===== src/hw/rtl/bmr_pkg.sv =====
`default_nettype none
package bmr_pkg;

  localparam int RingAw    = 12;
  localparam int Readers   = 8;
  localparam int MsgMax    = 64;
  localparam int StageAw   = 6;
  localparam int HdrBytes  = 12;

  typedef logic [2:0] status_t;
  localparam status_t ST_BYTE     = 3'd0;
  localparam status_t ST_WRITTEN  = 3'd1;
  localparam status_t ST_EMPTY    = 3'd2;
  localparam status_t ST_BAD_MAG  = 3'd3;
  localparam status_t ST_BAD_SUM  = 3'd4;
  localparam status_t ST_SMALL    = 3'd5;
  localparam status_t ST_LONG     = 3'd6;
  localparam status_t ST_DISABLED = 3'd7;

  localparam logic MODE_WRITE = 1'b0;
  localparam logic MODE_READ  = 1'b1;

  typedef struct packed {
    logic        mode;
    logic [2:0]  reader;
    logic [7:0]  data_byte;
    logic        last_byte;
    logic [15:0] out_capacity;
  } in_item_t;

  typedef struct packed {
    status_t     status;
    logic [7:0]  out_byte;
    logic        last_of_run;
    logic [6:0]  msg_length;
  } out_item_t;

  // header byte of a freshly written frame
  function automatic logic [7:0] hdr_byte(input logic [3:0] idx, input logic [6:0] plen);
    logic [8:0] sum;
    logic [7:0] b;
    sum = 9'h124 + {2'b00, plen};
    case (idx)
      4'd0:    b = 8'h4F;
      4'd1:    b = 8'h46;
      4'd2:    b = 8'h49;
      4'd3:    b = 8'h46;
      4'd4:    b = {1'b0, plen};
      4'd8:    b = sum[7:0];
      4'd9:    b = {7'd0, sum[8]};
      default: b = 8'h00;
    endcase
    return b;
  endfunction

endpackage
`default_nettype wire


===== src/hw/rtl/bmr_stage_ram.sv =====
`default_nettype none
module bmr_stage_ram (
  input  wire logic                      clk_i,
  input  wire logic                      we_i,
  input  wire logic [bmr_pkg::StageAw-1:0] waddr_i,
  input  wire logic [7:0]                wdata_i,
  input  wire logic                      re_i,
  input  wire logic [bmr_pkg::StageAw-1:0] raddr_i,
  output logic [7:0]                     rdata_o
);
  import bmr_pkg::*;

  logic [7:0] mem [2**StageAw];
  logic [7:0] rdata_q;

  always_ff @(posedge clk_i) begin
    if (we_i) begin
      mem[waddr_i] <= wdata_i;
    end
    if (re_i) begin
      rdata_q <= mem[raddr_i];
    end
  end

  assign rdata_o = rdata_q;
endmodule
`default_nettype wire


===== config.mk =====
export PLATFORM = sky130hd
export DESIGN_NAME = bmr_stage_ram
export DESIGN_NICKNAME = d
export VERILOG_FILES = /design/src/hw/rtl/bmr_pkg.sv /design/src/hw/rtl/bmr_stage_ram.sv
export SDC_FILE = /design/constraint.sdc
export NUM_CORES = 1
export LEC_CHECK = 0
export ABC_AREA = 1
export ABC_CLOCK_PERIOD_IN_PS = 2050
export BUFFER_PORTS_ARGS = -buffer_cell sky130_fd_sc_hd__clkbuf_2
export CAP_MARGIN = 20
export CORE_MARGIN = 2
export CORE_UTILIZATION = 40
export DETAILED_ROUTE_END_ITERATION = 12
export PLACE_DENSITY = 0.51
export SETUP_SLACK_MARGIN = 0.15
export SYNTH_ARGS = -nofsm -noshare
export SYNTH_HDL_FRONTEND = slang
export SYNTH_SLANG_ARGS = --single-unit

===== constraint.sdc =====
create_clock -name clk_i -period 2.05 [get_ports clk_i]
set_input_delay 0.1025 -clock clk_i [delete_from_list [all_inputs] [get_ports clk_i]]
set_output_delay 0.1025 -clock clk_i [all_outputs]
set_load 0.01 [all_outputs]

-- After elaboration in Yosys (flattened, before gate mapping)
Memory sizes are Yosys's and may differ from the RTL's. A register that Yosys moved wholly into a read port is not among the register bits.
Index checks and enable logic that the tools add are counted.
- memories: 1
- memory bits (writable): 512
- input bits: 23
- flip-flop bits (word level): 0
- multiplexer cells: 2
- memories (name ; depth ; bits a word ; read ports ; clocked after memory_dff ; wr ports ; line ; RTL):
    mem ; 64 ; 8 ; 1 ; 1 ; 1 ; bmr_stage_ram.sv:13 ; logic [7:0] mem [2**StageAw];
- operator list (operator ; count):
    two-way mux 1 bit ; 2

-- Logic depth before layout (Yosys ltp)
- depth after elaboration: 2
- gate-level depth with buffers: 12
- mapped depth without buffers: 9

-- Worst setup path after synthesis
No wires, ideal clock.
- path type: input port to flip-flop
- start: input port we_i
- end: memory mem[48][0], enable pin
- path slack: 181 ps
- stages: 3
- data required time: 1655 ps
- buffers on the path: 1
- arrival time: 1474 ps
- library setup time: 395 ps
- cell sequence: clkbuf_1 > nand4_1 > nor4_1
- word-level cells in the longest chain between the ends: 2
- RTL lines (item ; line ; RTL):
    start: declaration ; bmr_stage_ram.sv:4 ; input wire logic we_i,
    two-way mux 1 bit ; bmr_stage_ram.sv:17 ; if (we_i) begin
    two-way mux 1 bit (not written as such) ; bmr_stage_ram.sv:18 ; mem[waddr_i] <= wdata_i;
    end: declaration ; bmr_stage_ram.sv:13 ;
No other way between the ends.

==> results.json <==
{
  "worstSetupPathType": "reg2reg",
  "period_minus_slack_ns": 1.55,
  "insertion_delay_ns": 0.62,
  "max-slew-margin-rel_pct": 41.6,
  "ys.warnings.count": 0,
  "crit_fanout": 1,
  "initial_utilization_pct": 40.6,
  "power_density_nw_per_um2": 927,
  "power_frac_comb_pct": 6.6,
  "ios": 31,
  "switchingPower_mw": 5.27,
  "p_int_mw": 17.6,
  "worstSetupEndpointType": "register",
  "clkPwrFrac_pct": 41.8,
  "fin_skew_ns": 0.0189,
  "grt.overflow.total": 0,
  "worstMarginPinSlew_ns": 0.877,
  "viasPerCell": 5.26,
  "fin_tns_setup_ns": 0,
  "power_leakage_nw": 9.03,
  "rsz0062_at_grt": "no",
  "finalHoldViolCount": 0,
  "synth_seq_area_share_pct": 72.9,
  "fin_crit_sh_pct": 75.5,
  "drt_pass1_iterations": 6,
  "final_cell_mix": "nand2_1, edfxtp_1, nand3_1",
  "antenna_found_initial": 4,
  "port_buffers": 30,
  "power_mw": 22.9,
  "clk_path_buf_depth": 3,
  "whs_ns": 0.0750,
  "final_common_cell": "nand2_1",
  "clk_pin_slew_worst_paths_ns": 0.06,
  "final-setup-viol-count": 0,
  "hold_depth": 3,
  "drc": 0,
  "arrival_ns": 1.92,
  "drtAntennaViolNets": 0,
  "maxSlewViolCount": 0,
  "die_h_microns": 235,
  "cts_resized": 0,
  "p_seq_share_pct": 51.6,
  "status": "complete, no violations",
  "die_w_microns": 235,
  "first_global_vias": 13400,
  "syn2layout_area_growth_pct": 15.4,
  "r2r_cells": 8,
  "place_congestion": 0.797,
  "row_count": 84,
  "required_ns": 2.42,
  "fmax_mhz": 646,
  "sw_frac_of_total_pct": 23.0,
  "cts_tree": "built",
  "nFillCells": 4824,
  "postCtsSetupRepairBufs": 0,
  "grt.total_usage_pct": 20.8,
  "grt_max_degree": 65,
  "syn_area_per_cell_sq_um": 11.9,
  "numCtsBuffers": 56,
  "startpoint_type": "register",
  "finalWirelength_mm": 57.3,
  "ys_ff_latch": 520,
  "fin_nets": 1934,
  "wl_per_cell_microns": 21.7,
  "ir_drop_mv": 0.599,
  "syn_area_sq_um": 21400,
  "place_hpwl_mm": 34.5,
  "drv_cap": 0,
  "cts_max_level": 2,
  "synth_cell_type_count": 15,
  "hp-class": "in2reg",
  "synth_cells": 1805,
  "grt_pass1_wl_mm": 86.7,
  "dieArea_sq_um": 55400,
  "root_buffer": "clkbuf_16",
  "first_iter_violations": 1315,
  "clock-sinks": 520,
  "drive_above_1_share_pct": 12.1,
  "syn_nets": 1828,
  "cts_hold_buffers": 5,
  "core_area_sq_um": 52800,
  "route.vias.total": 13900
}
-- synthesized netlist by cell type, drive strengths merged --
cell    count  area share [%]
nand3     439              10
nand4       9            0.26
nor2       56            0.98
buf        98             3.5
clkbuf     15            0.26
nand2     648              11
inv        12            0.23
nor4        8            0.23
edfxtp    520              73
-- worst paths after layout --
check,from,endpoint,slack (ns)
worst max register to register,mem[63][4],rdata_o[4],0.50
worst min-delay path,raddr_i[5],rdata_o[5],0.08
worst max-delay path,mem[63][4],rdata_o[4],0.50
worst min register to register,mem[6][7],rdata_o[7],0.89
-- logic make-up after synthesis --
kind of cell | count (synthesis) | share of synthesized area [%]
buffers and inverters | 125 | 4.01
DFF | 520 | 72.9
and+or+nand+nor | 1160 | 23.1
-- routing by layer --
| layer | vias up | global-route usage (%) | routed length (microns) |
|---|---|---|---|
| met3 | 71 | 3.55 | 3510 |
| li1 | 6579 | - | - |
| met5 | - | 0 | 39 |
| met1 | 6884 | 29.9 | 26100 |
| met4 | 6 | 5.02 | 910 |
| met2 | 386 | 32.9 | 26800 |
-- power by group through the flow --
stage | clock [mW] | sequential, mW | combinational, mW
final | 9.59 | 11.8 | 1.51
after global routing | 10.2 | 11.8 | 1.65
after CTS | 9.78 | 11.8 | 1.52
after detailed placement | 0 | 12.1 | 1.51
after global placement | 0 | 12.1 | 1.49
after floorplan | 0 | 12.0 | 0.827
-- worst max-delay path, stage by stage (launching register included) --
cell	delay, ns
edfxtp_1	0.36
nand2_1	0.07
nand3_1	0.08
nand3_1	0.14
nand2_1	0.09
nand2_1	0.06
nand3_1	0.21
nand3_1	0.22
nand2_1	0.07
-- flip-flops by register name (all words and copies together) (netlist names) --
register and flops:
mem 512, rdata_o 8
-- per-stage QoR --
step                      area [sq um]  instances  util (%)  setup WS, ns
after floorplan                  21400       1805         -         0.181
after global placement           22900       2535      43.4         0.104
after detailed placement         22900       2536      43.5         0.117
after CTS                        24700       2644      46.8         0.524
after global routing             24700       2644      46.8         0.449
final                            24700       2647      46.9         0.502
-- layout make-up --
| type | count | area (sq um) | area share, % |
|---|---|---|---|
| Antenna cell | 3 | 7.51 | 0.0304 |
| Clock buffer | 72 | 1460 | 5.91 |
| Clock inverter | 31 | 258 | 1.04 |
| Inverter | 12 | 55.1 | 0.223 |
| Multi-Input combinational cell | 1160 | 4950 | 20.0 |
| Sequential cell | 520 | 15600 | 63.2 |
| Tap cell | 688 | 861 | 3.48 |
| Timing Repair Buffer | 161 | 1520 | 6.13 |
No activity file was read; power rests on OpenSTA's default activity.
